$ cat config.mk
export PLATFORM = sky130hd
export DESIGN_NAME = heightmap_slope_classifier_top
export DESIGN_NICKNAME = d
export VERILOG_FILES = /design/src/rtl/hsc_pkg.sv /design/src/rtl/hsc_fifo.sv /design/src/rtl/hsc_front.sv /design/src/rtl/hsc_back.sv /design/src/rtl/heightmap_slope_classifier_top.sv
export SDC_FILE = /design/constraint.sdc
export NUM_CORES = 2
export LEC_CHECK = 0
export CORE_ASPECT_RATIO = 1.25
export CORE_MARGIN = 2
export CORE_UTILIZATION = 50
export CTS_BUF_LIST = sky130_fd_sc_hd__clkbuf_8
export DETAILED_ROUTE_END_ITERATION = 8
export DONT_BUFFER_PORTS = 1
export PLACE_DENSITY = 0.73
export SYNTH_ARGS = -nofsm -noshare
export SYNTH_HDL_FRONTEND = slang
export SYNTH_SLANG_ARGS = --single-unit
export TNS_END_PERCENT = 1
$ cat constraint.sdc
create_clock -name clk -period 26.3 [get_ports clk]
set_input_delay 0 -clock clk [delete_from_list [all_inputs] [get_ports clk]]
set_output_delay 0 -clock clk [all_outputs]
set_load 0.005 [all_outputs]
$ cat src/rtl/hsc_pkg.sv
// Shared constants, codes and types of the heightmap slope classifier.
package hsc_pkg;

  // Default sizes handed to the top level parameters.
  localparam int DEF_MAX_WIDTH   = 64;
  localparam int DEF_MAX_DEPTH   = 4096;
  localparam int DEF_HEIGHT_BITS = 16;

  // Depth of the queue between the front and back parts.
  localparam int QUEUE_DEPTH = 4;

  // Configuration register indexes.
  localparam int CFG_INDEX_W = 2;
  localparam logic [CFG_INDEX_W-1:0] CFG_MAP_WIDTH       = 2'd0;
  localparam logic [CFG_INDEX_W-1:0] CFG_MAP_DEPTH       = 2'd1;
  localparam logic [CFG_INDEX_W-1:0] CFG_FLAT_THRESHOLD  = 2'd2;
  localparam logic [CFG_INDEX_W-1:0] CFG_BUILD_THRESHOLD = 2'd3;

  // Reset values of the configuration registers.
  localparam int RST_MAP_WIDTH       = 64;
  localparam int RST_MAP_DEPTH       = 64;
  localparam int RST_FLAT_THRESHOLD  = 1;
  localparam int RST_BUILD_THRESHOLD = 2;

  // Cell class codes.
  localparam logic [1:0] CLASS_WATER    = 2'd0;
  localparam logic [1:0] CLASS_FLAT     = 2'd1;
  localparam logic [1:0] CLASS_SLOPE_OK = 2'd2;
  localparam logic [1:0] CLASS_STEEP    = 2'd3;

  // Kinds of result one request can cause, in emission order.
  localparam logic [1:0] KIND_ABOVE = 2'd0;
  localparam logic [1:0] KIND_LEFT  = 2'd1;
  localparam logic [1:0] KIND_END   = 2'd2;

  // Position flags worked out by the front part for each request.
  typedef struct packed {
    logic has_above;  // a row above exists
    logic has_up;     // the cell above has a row above it
    logic has_left;   // column is at least one
    logic has_left2;  // column is at least two
    logic has_right;  // a column to the right exists
    logic last_row;   // request lies in the last row of the map
    logic row_end;    // request is the last cell of its row
    logic multi_row;  // the map has two or more rows
  } hsc_flags_t;

endpackage

$ cat src/rtl/hsc_fifo.sv
// Small request queue between the front and back parts.
module hsc_fifo #(
  parameter int WIDTH = 8,
  parameter int DEPTH = 4,
  localparam int PTR_W = (DEPTH > 1) ? $clog2(DEPTH) : 1,
  localparam int CNT_W = $clog2(DEPTH + 1)
) (
  input  logic             clk,
  input  logic             rst,
  input  logic             push,
  input  logic [WIDTH-1:0] push_data,
  input  logic             pop,
  output logic             head_valid,
  output logic [WIDTH-1:0] head_data,
  output logic [CNT_W-1:0] count
);

  logic [WIDTH-1:0] slots [DEPTH];
  logic [PTR_W-1:0] wr_ptr;
  logic [PTR_W-1:0] rd_ptr;
  logic             do_pop;

  assign head_valid = (count != '0);
  assign head_data  = slots[rd_ptr];
  assign do_pop     = pop && head_valid;

  // Pointers and fill count.
  always_ff @(posedge clk) begin
    if (rst) begin
      wr_ptr <= '0;
      rd_ptr <= '0;
      count  <= '0;
    end else begin
      if (push) begin
        wr_ptr <= (wr_ptr == PTR_W'(DEPTH - 1)) ? '0 : wr_ptr + PTR_W'(1);
      end
      if (do_pop) begin
        rd_ptr <= (rd_ptr == PTR_W'(DEPTH - 1)) ? '0 : rd_ptr + PTR_W'(1);
      end
      if (push && !do_pop) begin
        count <= count + CNT_W'(1);
      end else if (!push && do_pop) begin
        count <= count - CNT_W'(1);
      end
    end
  end

  // Storage slots.
  always_ff @(posedge clk) begin
    if (push) begin
      slots[wr_ptr] <= push_data;
    end
  end

endmodule

$ cat src/rtl/hsc_front.sv
// Front part: raster counters, the two line memories and the read stage.
module hsc_front #(
  parameter int MAX_WIDTH   = hsc_pkg::DEF_MAX_WIDTH,
  parameter int MAX_DEPTH   = hsc_pkg::DEF_MAX_DEPTH,
  parameter int HEIGHT_BITS = hsc_pkg::DEF_HEIGHT_BITS,
  parameter int Q_DEPTH     = hsc_pkg::QUEUE_DEPTH,
  localparam int COL_W  = (MAX_WIDTH > 1) ? $clog2(MAX_WIDTH) : 1,
  localparam int ROW_W  = (MAX_DEPTH > 1) ? $clog2(MAX_DEPTH) : 1,
  localparam int WCFG_W = $clog2(MAX_WIDTH + 1),
  localparam int DCFG_W = $clog2(MAX_DEPTH + 1),
  localparam int QCNT_W = $clog2(Q_DEPTH + 1)
) (
  input  logic                          clk,
  input  logic                          rst,
  input  logic                          restart,
  input  logic [WCFG_W-1:0]             map_width,
  input  logic [DCFG_W-1:0]             map_depth,
  input  logic                          sample_valid,
  output logic                          sample_stall,
  input  logic signed [HEIGHT_BITS-1:0] height_sample,
  input  logic                          water_flag,
  input  logic [QCNT_W-1:0]             q_count,
  output logic                          item_valid,
  output hsc_pkg::hsc_flags_t           item_flags,
  output logic [COL_W-1:0]              item_col,
  output logic [ROW_W-1:0]              item_row,
  output logic signed [HEIGHT_BITS-1:0] item_height,
  output logic                          item_water,
  output logic signed [HEIGHT_BITS-1:0] mid_height,
  output logic                          mid_water,
  output logic signed [HEIGHT_BITS-1:0] right_height,
  output logic signed [HEIGHT_BITS-1:0] up_height
);

  // Line memories hold {water, height}; their roles swap at each row end but the map's last, where select returns low.
  logic [HEIGHT_BITS:0] mem_a [MAX_WIDTH];
  logic [HEIGHT_BITS:0] mem_b [MAX_WIDTH];
  logic [HEIGHT_BITS:0] a_rd0;
  logic [HEIGHT_BITS:0] a_rd1;
  logic [HEIGHT_BITS:0] b_rd0;
  logic [HEIGHT_BITS:0] b_rd1;

  logic [COL_W-1:0]  col;
  logic [ROW_W-1:0]  row;
  logic              sel;
  logic [COL_W-1:0]  col_nx;
  logic [WCFG_W-1:0] w_eff;
  logic [DCFG_W-1:0] d_eff;
  logic              col_last;
  logic              row_last;
  logic              accept;
  hsc_pkg::hsc_flags_t flags;

  logic                          s1_valid;
  hsc_pkg::hsc_flags_t           s1_flags;
  logic [COL_W-1:0]              s1_col;
  logic [ROW_W-1:0]              s1_row;
  logic signed [HEIGHT_BITS-1:0] s1_h;
  logic                          s1_w;
  logic                          s1_sel;

  // Effective map size: zero acts as one, oversize acts as the maximum.
  always_comb begin
    if (map_width == '0) begin
      w_eff = WCFG_W'(1);
    end else if (map_width > WCFG_W'(MAX_WIDTH)) begin
      w_eff = WCFG_W'(MAX_WIDTH);
    end else begin
      w_eff = map_width;
    end
    if (map_depth == '0) begin
      d_eff = DCFG_W'(1);
    end else if (map_depth > DCFG_W'(MAX_DEPTH)) begin
      d_eff = DCFG_W'(MAX_DEPTH);
    end else begin
      d_eff = map_depth;
    end
  end

  // Position of the incoming request.
  assign col_nx   = col + COL_W'(1);
  assign col_last = (WCFG_W'(col) + WCFG_W'(1)) >= w_eff;
  assign row_last = (DCFG_W'(row) + DCFG_W'(1)) >= d_eff;

  always_comb begin
    flags.has_above = (row != '0);
    flags.has_up    = (row > ROW_W'(1));
    flags.has_left  = (col != '0);
    flags.has_left2 = (col > COL_W'(1));
    flags.has_right = !col_last;
    flags.last_row  = row_last;
    flags.row_end   = col_last;
    flags.multi_row = (d_eff > DCFG_W'(1));
  end

  // The read stage always drains into the queue, so hold off only when it could overflow.
  assign sample_stall = (q_count == QCNT_W'(Q_DEPTH)) ||
                        (s1_valid && (q_count == QCNT_W'(Q_DEPTH - 1)));
  assign accept = sample_valid && !sample_stall;

  // Raster counters and line select.
  always_ff @(posedge clk) begin
    if (rst || restart) begin
      col <= '0;
      row <= '0;
      sel <= 1'b0;
    end else if (accept) begin
      if (col_last) begin
        col <= '0;
        if (row_last) begin
          row <= '0;
          sel <= 1'b0;
        end else begin
          row <= row + ROW_W'(1);
          sel <= !sel;
        end
      end else begin
        col <= col_nx;
      end
    end
  end

  // Line memories: read the column and its right neighbor, write the new sample.
  always_ff @(posedge clk) begin
    if (accept) begin
      a_rd0 <= mem_a[col];
      a_rd1 <= mem_a[col_nx];
      b_rd0 <= mem_b[col];
      b_rd1 <= mem_b[col_nx];
      if (!sel) begin
        mem_a[col] <= {water_flag, height_sample};
      end else begin
        mem_b[col] <= {water_flag, height_sample};
      end
    end
  end

  // Read stage register alongside the memory read data.
  always_ff @(posedge clk) begin
    if (rst) begin
      s1_valid <= 1'b0;
    end else begin
      s1_valid <= accept;
    end
  end

  always_ff @(posedge clk) begin
    if (accept) begin
      s1_flags <= flags;
      s1_col   <= col;
      s1_row   <= row;
      s1_h     <= height_sample;
      s1_w     <= water_flag;
      s1_sel   <= sel;
    end
  end

  // With select low the previous row sits in memory B, the row before it in A.
  assign item_valid   = s1_valid;
  assign item_flags   = s1_flags;
  assign item_col     = s1_col;
  assign item_row     = s1_row;
  assign item_height  = s1_h;
  assign item_water   = s1_w;
  assign mid_height   = s1_sel ? a_rd0[HEIGHT_BITS-1:0] : b_rd0[HEIGHT_BITS-1:0];
  assign mid_water    = s1_sel ? a_rd0[HEIGHT_BITS] : b_rd0[HEIGHT_BITS];
  assign right_height = s1_sel ? a_rd1[HEIGHT_BITS-1:0] : b_rd1[HEIGHT_BITS-1:0];
  assign up_height    = s1_sel ? b_rd0[HEIGHT_BITS-1:0] : a_rd0[HEIGHT_BITS-1:0];

endmodule

$ cat src/rtl/hsc_back.sv
// Back part: slope, class, running count and the result register.
module hsc_back #(
  parameter int MAX_WIDTH   = hsc_pkg::DEF_MAX_WIDTH,
  parameter int MAX_DEPTH   = hsc_pkg::DEF_MAX_DEPTH,
  parameter int HEIGHT_BITS = hsc_pkg::DEF_HEIGHT_BITS,
  localparam int COL_W = (MAX_WIDTH > 1) ? $clog2(MAX_WIDTH) : 1,
  localparam int ROW_W = (MAX_DEPTH > 1) ? $clog2(MAX_DEPTH) : 1,
  localparam int CNT_W = $clog2(MAX_WIDTH * MAX_DEPTH + 1)
) (
  input  logic                          clk,
  input  logic                          rst,
  input  logic                          restart,
  input  logic [HEIGHT_BITS-1:0]        flat_threshold,
  input  logic [HEIGHT_BITS-1:0]        buildable_threshold,
  input  logic                          item_valid,
  output logic                          item_pop,
  input  hsc_pkg::hsc_flags_t           item_flags,
  input  logic [COL_W-1:0]              item_col,
  input  logic [ROW_W-1:0]              item_row,
  input  logic signed [HEIGHT_BITS-1:0] item_height,
  input  logic                          item_water,
  input  logic signed [HEIGHT_BITS-1:0] mid_height,
  input  logic                          mid_water,
  input  logic signed [HEIGHT_BITS-1:0] right_height,
  input  logic signed [HEIGHT_BITS-1:0] up_height,
  output logic                          cell_valid,
  input  logic                          cell_stall,
  output logic [COL_W-1:0]              cell_col,
  output logic [ROW_W-1:0]              cell_row,
  output logic signed [HEIGHT_BITS-1:0] cell_height,
  output logic [HEIGHT_BITS-1:0]        cell_slope,
  output logic                          cell_water,
  output logic [1:0]                    cell_class,
  output logic [CNT_W-1:0]              buildable_count,
  output logic                          last_cell
);

  // Absolute difference of two heights; it always fits the unsigned height width.
  function automatic logic [HEIGHT_BITS-1:0] abs_diff(
    input logic signed [HEIGHT_BITS-1:0] a,
    input logic signed [HEIGHT_BITS-1:0] b
  );
    logic signed [HEIGHT_BITS:0] d;
    logic        [HEIGHT_BITS:0] m;
    d = {a[HEIGHT_BITS-1], a} - {b[HEIGHT_BITS-1], b};
    m = d[HEIGHT_BITS] ? -d : d;
    return m[HEIGHT_BITS-1:0];
  endfunction

  // History of the current row and the previous row's window.
  logic signed [HEIGHT_BITS-1:0] prev_mid;
  logic signed [HEIGHT_BITS-1:0] h1;
  logic signed [HEIGHT_BITS-1:0] h2;
  logic                          w1;

  logic [1:0]       phase;
  logic [CNT_W-1:0] ok_count;

  logic [2:0] present;
  logic [2:0] mask;
  logic [2:0] remaining;
  logic [1:0] kind;
  logic       more;
  logic       out_free;
  logic       emit;

  logic signed [HEIGHT_BITS-1:0] c;
  logic signed [HEIGHT_BITS-1:0] n0;
  logic signed [HEIGHT_BITS-1:0] n1;
  logic signed [HEIGHT_BITS-1:0] n2;
  logic                          en0;
  logic                          en1;
  logic                          en2;
  logic                          en3;
  logic [COL_W-1:0]              sel_col;
  logic [ROW_W-1:0]              sel_row;
  logic                          sel_water;
  logic                          sel_last;

  logic [HEIGHT_BITS-1:0] d0;
  logic [HEIGHT_BITS-1:0] d1;
  logic [HEIGHT_BITS-1:0] d2;
  logic [HEIGHT_BITS-1:0] d3;
  logic [HEIGHT_BITS-1:0] m01;
  logic [HEIGHT_BITS-1:0] m23;
  logic [HEIGHT_BITS-1:0] slope;
  logic [1:0]             cls;
  logic [CNT_W-1:0]       count_next;

  // Which results this request still owes.
  assign present = {item_flags.last_row && item_flags.row_end,
                    item_flags.last_row && item_flags.has_left,
                    item_flags.has_above};

  always_comb begin
    case (phase)
      hsc_pkg::KIND_ABOVE: mask = 3'b111;
      hsc_pkg::KIND_LEFT:  mask = 3'b110;
      hsc_pkg::KIND_END:   mask = 3'b100;
      default:             mask = 3'b111;
    endcase
    remaining = present & mask;
    if (remaining[0]) begin
      kind = hsc_pkg::KIND_ABOVE;
      more = (remaining[2:1] != 2'b00);
    end else if (remaining[1]) begin
      kind = hsc_pkg::KIND_LEFT;
      more = remaining[2];
    end else begin
      kind = hsc_pkg::KIND_END;
      more = 1'b0;
    end
  end

  assign out_free = !cell_valid || !cell_stall;
  assign emit     = item_valid && (remaining != 3'b000) && out_free;
  assign item_pop = item_valid && ((remaining == 3'b000) || (emit && !more));

  // Center cell and its in-bounds neighbors for the result being formed.
  always_comb begin
    c         = item_height;
    n0        = prev_mid;
    n1        = item_height;
    n2        = up_height;
    en0       = 1'b0;
    en1       = 1'b0;
    en2       = 1'b0;
    en3       = 1'b0;
    sel_col   = item_col;
    sel_row   = item_row;
    sel_water = item_water;
    sel_last  = 1'b0;
    case (kind)
      hsc_pkg::KIND_ABOVE: begin
        c         = mid_height;
        n0        = prev_mid;
        en0       = item_flags.has_left;
        n1        = right_height;
        en1       = item_flags.has_right;
        n2        = up_height;
        en2       = item_flags.has_up;
        en3       = 1'b1;
        sel_row   = item_row - ROW_W'(1);
        sel_water = mid_water;
      end
      hsc_pkg::KIND_LEFT: begin
        c         = h1;
        n0        = h2;
        en0       = item_flags.has_left2;
        n1        = item_height;
        en1       = 1'b1;
        n2        = prev_mid;
        en2       = item_flags.multi_row;
        sel_col   = item_col - COL_W'(1);
        sel_water = w1;
      end
      hsc_pkg::KIND_END: begin
        c         = item_height;
        n0        = h1;
        en0       = item_flags.has_left;
        n2        = mid_height;
        en2       = item_flags.multi_row;
        sel_last  = 1'b1;
      end
      default: begin
        sel_last = 1'b0;
      end
    endcase
  end

  // Slope is the largest enabled difference; the fourth slot is always the new sample.
  assign d0  = en0 ? abs_diff(c, n0) : '0;
  assign d1  = en1 ? abs_diff(c, n1) : '0;
  assign d2  = en2 ? abs_diff(c, n2) : '0;
  assign d3  = en3 ? abs_diff(c, item_height) : '0;
  assign m01 = (d0 > d1) ? d0 : d1;
  assign m23 = (d2 > d3) ? d2 : d3;
  assign slope = (m01 > m23) ? m01 : m23;

  // Class, with the flat test first even when the thresholds cross.
  always_comb begin
    if (sel_water) begin
      cls = hsc_pkg::CLASS_WATER;
    end else if (slope <= flat_threshold) begin
      cls = hsc_pkg::CLASS_FLAT;
    end else if (slope <= buildable_threshold) begin
      cls = hsc_pkg::CLASS_SLOPE_OK;
    end else begin
      cls = hsc_pkg::CLASS_STEEP;
    end
    if (((cls == hsc_pkg::CLASS_FLAT) || (cls == hsc_pkg::CLASS_SLOPE_OK)) && !(&ok_count)) begin
      count_next = ok_count + CNT_W'(1);
    end else begin
      count_next = ok_count;
    end
  end

  // Result sequencing and running count; the count restarts after the last cell.
  always_ff @(posedge clk) begin
    if (rst) begin
      phase    <= hsc_pkg::KIND_ABOVE;
      ok_count <= '0;
    end else begin
      if (item_pop) begin
        phase <= hsc_pkg::KIND_ABOVE;
      end else if (emit) begin
        phase <= (kind == hsc_pkg::KIND_ABOVE) ? hsc_pkg::KIND_LEFT : hsc_pkg::KIND_END;
      end
      if (restart) begin
        ok_count <= '0;
      end else if (emit) begin
        ok_count <= sel_last ? '0 : count_next;
      end
    end
  end

  // Row history, advanced once a request is finished.
  always_ff @(posedge clk) begin
    if (item_pop) begin
      prev_mid <= mid_height;
      h1       <= item_height;
      h2       <= h1;
      w1       <= item_water;
    end
  end

  // Result register.
  always_ff @(posedge clk) begin
    if (rst) begin
      cell_valid <= 1'b0;
    end else if (emit) begin
      cell_valid <= 1'b1;
    end else if (!cell_stall) begin
      cell_valid <= 1'b0;
    end
  end

  always_ff @(posedge clk) begin
    if (emit) begin
      cell_col        <= sel_col;
      cell_row        <= sel_row;
      cell_height     <= c;
      cell_slope      <= slope;
      cell_water      <= sel_water;
      cell_class      <= cls;
      buildable_count <= count_next;
      last_cell       <= sel_last;
    end
  end

endmodule

$ cat src/rtl/heightmap_slope_classifier_top.sv
// Top level of the heightmap slope classifier: configuration registers and wiring.
//
//   Channel   Handshake              Payload
//   sample    sample_valid / stall   height_sample, water_flag
//   cell      cell_valid / stall     cell_col .. last_cell (up to three per request)
//   cfg       cfg_valid / cfg_ready  cfg_index, cfg_data
//
// One sample is taken per cycle while sample_stall is low. On the last row a sample
// owes up to three results, and the back part sends one result per cycle unless
// cell_stall holds it, so the four-entry queue fills there and sample_stall rises.
// cell_stall holds the result register. Reset clears the counters and handshake
// state at once; the line memories are not cleared.
module heightmap_slope_classifier_top #(
  parameter int MAX_WIDTH   = hsc_pkg::DEF_MAX_WIDTH,
  parameter int MAX_DEPTH   = hsc_pkg::DEF_MAX_DEPTH,
  parameter int HEIGHT_BITS = hsc_pkg::DEF_HEIGHT_BITS,
  localparam int COL_W  = (MAX_WIDTH > 1) ? $clog2(MAX_WIDTH) : 1,
  localparam int ROW_W  = (MAX_DEPTH > 1) ? $clog2(MAX_DEPTH) : 1,
  localparam int CNT_W  = $clog2(MAX_WIDTH * MAX_DEPTH + 1),
  localparam int WCFG_W = $clog2(MAX_WIDTH + 1),
  localparam int DCFG_W = $clog2(MAX_DEPTH + 1),
  localparam int SIZE_W = (WCFG_W > DCFG_W) ? WCFG_W : DCFG_W,
  localparam int CFG_W  = (SIZE_W > HEIGHT_BITS) ? SIZE_W : HEIGHT_BITS
) (
  input  logic                             clk,
  input  logic                             rst,
  input  logic                             cfg_valid,
  output logic                             cfg_ready,
  input  logic [hsc_pkg::CFG_INDEX_W-1:0]  cfg_index,
  input  logic [CFG_W-1:0]                 cfg_data,
  input  logic                             sample_valid,
  output logic                             sample_stall,
  input  logic signed [HEIGHT_BITS-1:0]    height_sample,
  input  logic                             water_flag,
  output logic                             cell_valid,
  input  logic                             cell_stall,
  output logic [COL_W-1:0]                 cell_col,
  output logic [ROW_W-1:0]                 cell_row,
  output logic signed [HEIGHT_BITS-1:0]    cell_height,
  output logic [HEIGHT_BITS-1:0]           cell_slope,
  output logic                             cell_water,
  output logic [1:0]                       cell_class,
  output logic [CNT_W-1:0]                 buildable_count,
  output logic                             last_cell
);

  localparam int FLAGS_W = $bits(hsc_pkg::hsc_flags_t);
  localparam int ITEM_W  = FLAGS_W + COL_W + ROW_W + 4 * HEIGHT_BITS + 2;
  localparam int QCNT_W  = $clog2(hsc_pkg::QUEUE_DEPTH + 1);

  logic [WCFG_W-1:0]      map_width;
  logic [DCFG_W-1:0]      map_depth;
  logic [HEIGHT_BITS-1:0] flat_threshold;
  logic [HEIGHT_BITS-1:0] buildable_threshold;
  logic                   cfg_write;
  logic                   restart;

  logic                          f_valid;
  hsc_pkg::hsc_flags_t           f_flags;
  logic [COL_W-1:0]              f_col;
  logic [ROW_W-1:0]              f_row;
  logic signed [HEIGHT_BITS-1:0] f_height;
  logic                          f_water;
  logic signed [HEIGHT_BITS-1:0] f_mid_height;
  logic                          f_mid_water;
  logic signed [HEIGHT_BITS-1:0] f_right_height;
  logic signed [HEIGHT_BITS-1:0] f_up_height;

  logic [ITEM_W-1:0] push_data;
  logic [ITEM_W-1:0] head_data;
  logic              head_valid;
  logic              pop;
  logic [QCNT_W-1:0] q_count;

  hsc_pkg::hsc_flags_t           b_flags;
  logic [COL_W-1:0]              b_col;
  logic [ROW_W-1:0]              b_row;
  logic signed [HEIGHT_BITS-1:0] b_height;
  logic                          b_water;
  logic signed [HEIGHT_BITS-1:0] b_mid_height;
  logic                          b_mid_water;
  logic signed [HEIGHT_BITS-1:0] b_right_height;
  logic signed [HEIGHT_BITS-1:0] b_up_height;

  // Configuration writes are always taken; size writes restart the map.
  assign cfg_ready = 1'b1;
  assign cfg_write = cfg_valid && cfg_ready;
  assign restart   = cfg_write &&
                     ((cfg_index == hsc_pkg::CFG_MAP_WIDTH) ||
                      (cfg_index == hsc_pkg::CFG_MAP_DEPTH));

  always_ff @(posedge clk) begin
    if (rst) begin
      map_width           <= WCFG_W'(hsc_pkg::RST_MAP_WIDTH);
      map_depth           <= DCFG_W'(hsc_pkg::RST_MAP_DEPTH);
      flat_threshold      <= HEIGHT_BITS'(hsc_pkg::RST_FLAT_THRESHOLD);
      buildable_threshold <= HEIGHT_BITS'(hsc_pkg::RST_BUILD_THRESHOLD);
    end else if (cfg_write) begin
      case (cfg_index)
        hsc_pkg::CFG_MAP_WIDTH:       map_width           <= cfg_data[WCFG_W-1:0];
        hsc_pkg::CFG_MAP_DEPTH:       map_depth           <= cfg_data[DCFG_W-1:0];
        hsc_pkg::CFG_FLAT_THRESHOLD:  flat_threshold      <= cfg_data[HEIGHT_BITS-1:0];
        hsc_pkg::CFG_BUILD_THRESHOLD: buildable_threshold <= cfg_data[HEIGHT_BITS-1:0];
        default: begin
        end
      endcase
    end
  end

  // Front part.
  hsc_front #(
    .MAX_WIDTH   (MAX_WIDTH),
    .MAX_DEPTH   (MAX_DEPTH),
    .HEIGHT_BITS (HEIGHT_BITS),
    .Q_DEPTH     (hsc_pkg::QUEUE_DEPTH)
  ) u_front (
    .clk           (clk),
    .rst           (rst),
    .restart       (restart),
    .map_width     (map_width),
    .map_depth     (map_depth),
    .sample_valid  (sample_valid),
    .sample_stall  (sample_stall),
    .height_sample (height_sample),
    .water_flag    (water_flag),
    .q_count       (q_count),
    .item_valid    (f_valid),
    .item_flags    (f_flags),
    .item_col      (f_col),
    .item_row      (f_row),
    .item_height   (f_height),
    .item_water    (f_water),
    .mid_height    (f_mid_height),
    .mid_water     (f_mid_water),
    .right_height  (f_right_height),
    .up_height     (f_up_height)
  );

  // Queue between the parts.
  assign push_data = {f_flags, f_col, f_row, f_height, f_water,
                      f_mid_height, f_mid_water, f_right_height, f_up_height};

  hsc_fifo #(
    .WIDTH (ITEM_W),
    .DEPTH (hsc_pkg::QUEUE_DEPTH)
  ) u_fifo (
    .clk        (clk),
    .rst        (rst),
    .push       (f_valid),
    .push_data  (push_data),
    .pop        (pop),
    .head_valid (head_valid),
    .head_data  (head_data),
    .count      (q_count)
  );

  assign {b_flags, b_col, b_row, b_height, b_water,
          b_mid_height, b_mid_water, b_right_height, b_up_height} = head_data;

  // Back part.
  hsc_back #(
    .MAX_WIDTH   (MAX_WIDTH),
    .MAX_DEPTH   (MAX_DEPTH),
    .HEIGHT_BITS (HEIGHT_BITS)
  ) u_back (
    .clk                 (clk),
    .rst                 (rst),
    .restart             (restart),
    .flat_threshold      (flat_threshold),
    .buildable_threshold (buildable_threshold),
    .item_valid          (head_valid),
    .item_pop            (pop),
    .item_flags          (b_flags),
    .item_col            (b_col),
    .item_row            (b_row),
    .item_height         (b_height),
    .item_water          (b_water),
    .mid_height          (b_mid_height),
    .mid_water           (b_mid_water),
    .right_height        (b_right_height),
    .up_height           (b_up_height),
    .cell_valid          (cell_valid),
    .cell_stall          (cell_stall),
    .cell_col            (cell_col),
    .cell_row            (cell_row),
    .cell_height         (cell_height),
    .cell_slope          (cell_slope),
    .cell_water          (cell_water),
    .cell_class          (cell_class),
    .buildable_count     (buildable_count),
    .last_cell           (last_cell)
  );

endmodule

### Word-level counts from Yosys, hierarchy flattened

Memories as Yosys holds them, arrays and structs flattened. A register that Yosys moved wholly into a read port is not among the register bits.
Index checks and enable logic that the tools add are counted.

* bits in registers: 267
* memory bits (writable): 2544
* memories: 3

Memories
* u_front.mem_a: words 64, width 17, rd ports 2, clocked after Yosys merged registers in 2, wr ports 1, line hsc_front.sv:36 `logic [HEIGHT_BITS:0] mem_a [MAX_WIDTH];`
* u_front.mem_b: words 64, width 17, rd ports 2, clocked after Yosys merged registers in 2, wr ports 1, line hsc_front.sv:37 `logic [HEIGHT_BITS:0] mem_b [MAX_WIDTH];`
* u_fifo.slots: words 4, width 92, rd ports 1, clocked after Yosys merged registers in 1, wr ports 1, line hsc_fifo.sv:18 `logic [WIDTH-1:0] slots [DEPTH];`

* $add $sub $neg: 19
* order comparisons: 12
* equality and inequality tests: 14
* muxes and demuxes: 61
* bitwise operators: 1
* reductions and logical operators: 49

Operators with widths (number)
* 2-to-1 mux 16 bit: 15
* one-hot mux 16 bit (2 select lines): 3
* subtractor 16 x 16 -> 17 bit: 4
* negation 16 bit: 4
* greater-than comparator 16 bit: 3
* 2-to-1 mux 19 bit: 2
* less-or-equal comparator 16 bit: 2
* 2-to-1 mux 13 bit: 2
* 2-to-1 mux 12 bit: 2
* adder 19 x 1 -> 19 bit (second input constant): 1
* AND reduction 19 bit: 1
* 2-to-1 mux 2 bit: 9
* 2-to-1 mux 1 bit: 17
* == test 2 bit (second input constant): 7
* 2-to-1 mux 7 bit: 2
* adder 12 x 1 -> 13 bit (second input constant): 1
* >= comparator 13 bit: 1
* greater-than comparator 13 x 1 -> 1 bit (second input constant): 1
* greater-than comparator 13 bit (second input constant): 1
* logical AND 1 bit: 13
* zero test 13 bit: 1
* adder 12 x 1 -> 12 bit (second input constant): 1
* greater-than comparator 12 x 1 -> 1 bit (second input constant): 1
* 2-to-1 mux 6 bit: 2
* other kinds (29): 60

### Depth between registers and ports, before layout

* depth in word-level cells: 24
* mapped depth: 75
* mapped depth without buffers: 65

### Modules after synthesis

From an unflattened synthesis, not the netlist that was laid out.

* cells, all modules: 8212
* area, all modules: 135673.9 um^2

Modules (own cells, without submodules)
* hsc_front: times used 1, cells each 5758, area an instance 105454.9 um^2, seq. area each 69046.2 um^2
* hsc_back: times used 1, cells each 1733, area an instance 14375.0 um^2, seq. area each 4103.9 um^2
* hsc_fifo: times used 1, cells each 524, area an instance 13720.7 um^2, seq. area each 11230.8 um^2
* heightmap_slope_classifier_top: times used 1, cells each 197, area an instance 2123.3 um^2, seq. area each 1041.0 um^2

### Worst setup path after synthesis

OpenSTA, ideal clock, no wires.

* path type: register -> register
* start point: register with a tool-made name
* end point: register u_back.ok_count[16]
* library setup time: 0.128 ns
* arrival: 14.241 ns
* path slack: 11.932 ns
* stages on the path, launching flop included: 66
* path buffers: 10
* period minus slack after synthesis: 14.368 ns
* cells stage by stage: dfxtp_1 > buf_4 > buf_6 > buf_4 > buf_2 > clkbuf_1 > clkbuf_1 > buf_1 > mux4_2 > nand2_1 > o21a_1 > ha_1 > inv_1 > fa_1 > maj3_2 > a221oi_2 > o31a_1 > o221ai_1 > (+30 left out) > nor2_1 > nor3_1 > ha_1 > nor2b_1 > o21a_1 > o21a_1 > o21a_1 > o21a_1 > o21a_1 > o21a_1 > o21ai_0 > a21oi_1 > a21oi_1 > and4_1 > and4_1 > o21ai_0 > a22oi_1 > nor2_1

RTL lines
* to (signal assigned): line hsc_back.sv:212 `ok_count <= sel_last ? '0 : count_next;`
* to (decl): line hsc_back.sv:57 `logic [CNT_W-1:0] ok_count;`

==> results.cfg <==
[route]
drtIter0Drc = 14900
drt_first_pass_iters = 7
dr_total_vias = 86600
ant_nets = 0
via_per_inst = 7.11
wirelength_um = 421000
wl_per_cell_um = 34.6
drcViolationCount = 0

[grt]
busiest_layer = met2
first_global_vias = 84300
antenna_found_initial = 24
groute.layer.met2.usage_pct = 48.6
grt_usage_pct = 31.1
grt_max_degree = 147
met1_usage_pct = 38.8
grt_util_met3_pct = 8.59
grt_pass1_wl_um = 596000
grt_overflow = 0

[synth]
synthFlopType = edfxtp_1
ys_types = 102
synth_area_leaders = edfxtp_1 64%, mux4_2 13%, a22oi_1 5.0%
synth_nets = 8330
synth_edf_count = 2776
synth_cells = 8115
synth_warnings = 0
avgSynthCellArea_um2 = 16.1
synth.cell_area_um2 = 130000
ys_ff_latch = 2879
async_flop_share_pct = 0
synth_top_area_share_pct = 63.9
synth.yosys.seq_area_share_pct = 65.5
synth_top_cell_by_area = edfxtp_1

[cts]
cts-root-buf = clkbuf_8
cts_max_level = 5
clock_latency_ns = 1.05
cts_buffers = 418
cts_resized = 0
clockBufferDepth = 4
path_clk_slew_ns = 0.06
clock_sinks = 2879
cts_tree = yes

[min_path]
min_to = u_front.mem_a[47][0]
hp-class = input port to flip-flop
worstHoldStart = height_sample[0]
hold_depth = 2

[place]
place_congestion = 0.939
port_buffers = 0
hpwlAfterDp_um = 254000
post-place-ws_ns = 10.14
placed_cell_area_um2 = 135000

[final_layout]
mostFrequentLayoutCells = 2776 x edfxtp_1, 862 x a22oi_1, 725 x mux4_2
design_area_um2 = 144000
final-seq-area_um2 = 85400
drive_gt1_share_pct = 21.0
fillers = 19800
final_common_cell = edfxtp_1
multi_input_area_um2 = 42800
area_growth_pct = 10.7
final_core_util_pct = 55.6
nNetsFinal = 8559

[die]
die_y_um = 575
die-area_um2 = 265000
core.rowCount = 209
pin_count = 116
initial_core_util_pct = 50.2
fp.coreArea_um2 = 259000
die_w_um = 461

[worst_setup_path]
cp_common_cell = o21ai_0
critical_path_class = flip-flop to flip-flop
max_stage_delay_ns = 0.93
ff2ff_setup_slack_ns = 9.97
slowest_stage = a211oi_1
endpoint_kind = flip-flop
crit_required_ns = 27.19
r2r_end = u_back.ok_count[13]
r2r_cells = 63
cp_max_fo = 48
critPathLaunchType = flip-flop
cp.arrival_ns = 17.21

[timing]
setup_tns_ns = 0
fin_ws_ns = 9.97
tightest_slew_ns = 1.31
fin_crit_sh_pct = 62.1
finalSetupViolCount = 0
max_freq_ghz = 0.0612
layout_min_cycle_time_ns = 16.33
finClkSkew_ns = 0.0876
rsz0062_at_grt = false
slew_headroom_pct = 11.6
slew_viol_final = 0
hold_viol = 0

[status]
status = finished clean

[job]
max_cap_violations = 0
-- metal layers --
metal / part of all wire, % / wire (um)
met2: 46 / 194000
met5: 0.034 / 142
met1: 33 / 139000
met4: 7.3 / 30600
met3: 14 / 57400
-- cell usage after synthesis (all sizes together) (18+ instances only) --
master / count
and3: 56
nor3: 67
ha: 170
nor2b: 47
edfxtp: 2776
clkbuf: 431
nor4: 48
a22oi: 862
xnor2: 101
xor2: 49
inv: 118
a221oi: 125
a21oi: 264
nand2b: 35
dfxtp: 103
a22o: 122
a41oi: 103
o21a: 34
a31oi: 174
mux4: 725
buf: 143
mux2i: 44
nand2: 445
o211ai: 33
o22ai: 18
and2: 29
mux2: 60
nand3: 106
a21o: 34
o21ai: 110
or3: 33
nor2: 328
nand4: 94
-- how the worst max path moves through the flow --
stage / start / end / cells after the start
after global routing: flip-flop / u_back.ok_count[13] / 62
after global placement: flip-flop / u_back.ok_count[17] / 62
after detailed placement: flip-flop / u_back.ok_count[13] / 63
after floorplan: flip-flop / u_back.ok_count[16] / 65
final: flip-flop / u_back.ok_count[13] / 63
after CTS: flip-flop / u_back.ok_count[13] / 63
-- worst max-delay path, delay by kind of cell, from the launching register on --
family,cells,cell delay (ns)
AO/OA/AOI/OAI,29,7.37
XOR/XNOR,2,0.32
buffers and inverters,5,1.85
AND/OR/NAND/NOR,23,4.42
adder cells (fa/ha/maj),4,1.48
flip-flops,1,0.68
-- registers in the layout (all words and copies together) (netlist names), 17 cells and up, named ones only --
signal                  cells
u_back.buildable_count     19
u_front.mem_a            1088
u_front.a_rd0              17
u_front.mem_b            1088
u_fifo.slots              368
u_back.ok_count            19
u_front.b_rd0              17
-- cells by family after synthesis --
group / share of synthesized area [%]
AO/OA/AOI/OAI: 11.3
XOR/XNOR: 1.01
flip-flops: 65.5
adder cells (fa/ha/maj): 1.78
other: 0.00288
multiplexers: 13.4
buffers and inverters: 2.08
AND/OR/NAND/NOR: 4.96
-- area by class of cell --
| type | count | share of cell area, % |
|---|---|---|
| Sequential cell | 2879 | 59.2 |
| Multi-Input combinational cell | 4540 | 29.6 |
| Clock buffer | 427 | 4.07 |
| Tap cell | 3481 | 3.02 |
| Timing Repair Buffer | 383 | 2.52 |
| Clock inverter | 328 | 1.24 |
| Inverter | 122 | 0.322 |
| Antenna cell | 14 | 0.0243 |
-- per-stage QoR --
stage	hold slack, ns	cells
6_report	0.0649	12200
5_1_grt	0.0963	12200
4_1_cts	0.0845	12200
3_5_place_dp	0.0805	11300
3_3_place_gp	0.0785	11300
2_1_floorplan	0.0989	8115
-- what timing repair did --
item | 4_1_cts | 5_1_grt
hold buffers | 114 | 0
setup buffers | 0 | 0
endpoints found under the hold margin | 2365 | 0
endpoints found under the setup margin | 0 | 0
Power is left out: the tool's default activity adds up to more than one toggle a clock period on the data nets, which glitch-free logic cannot reach.
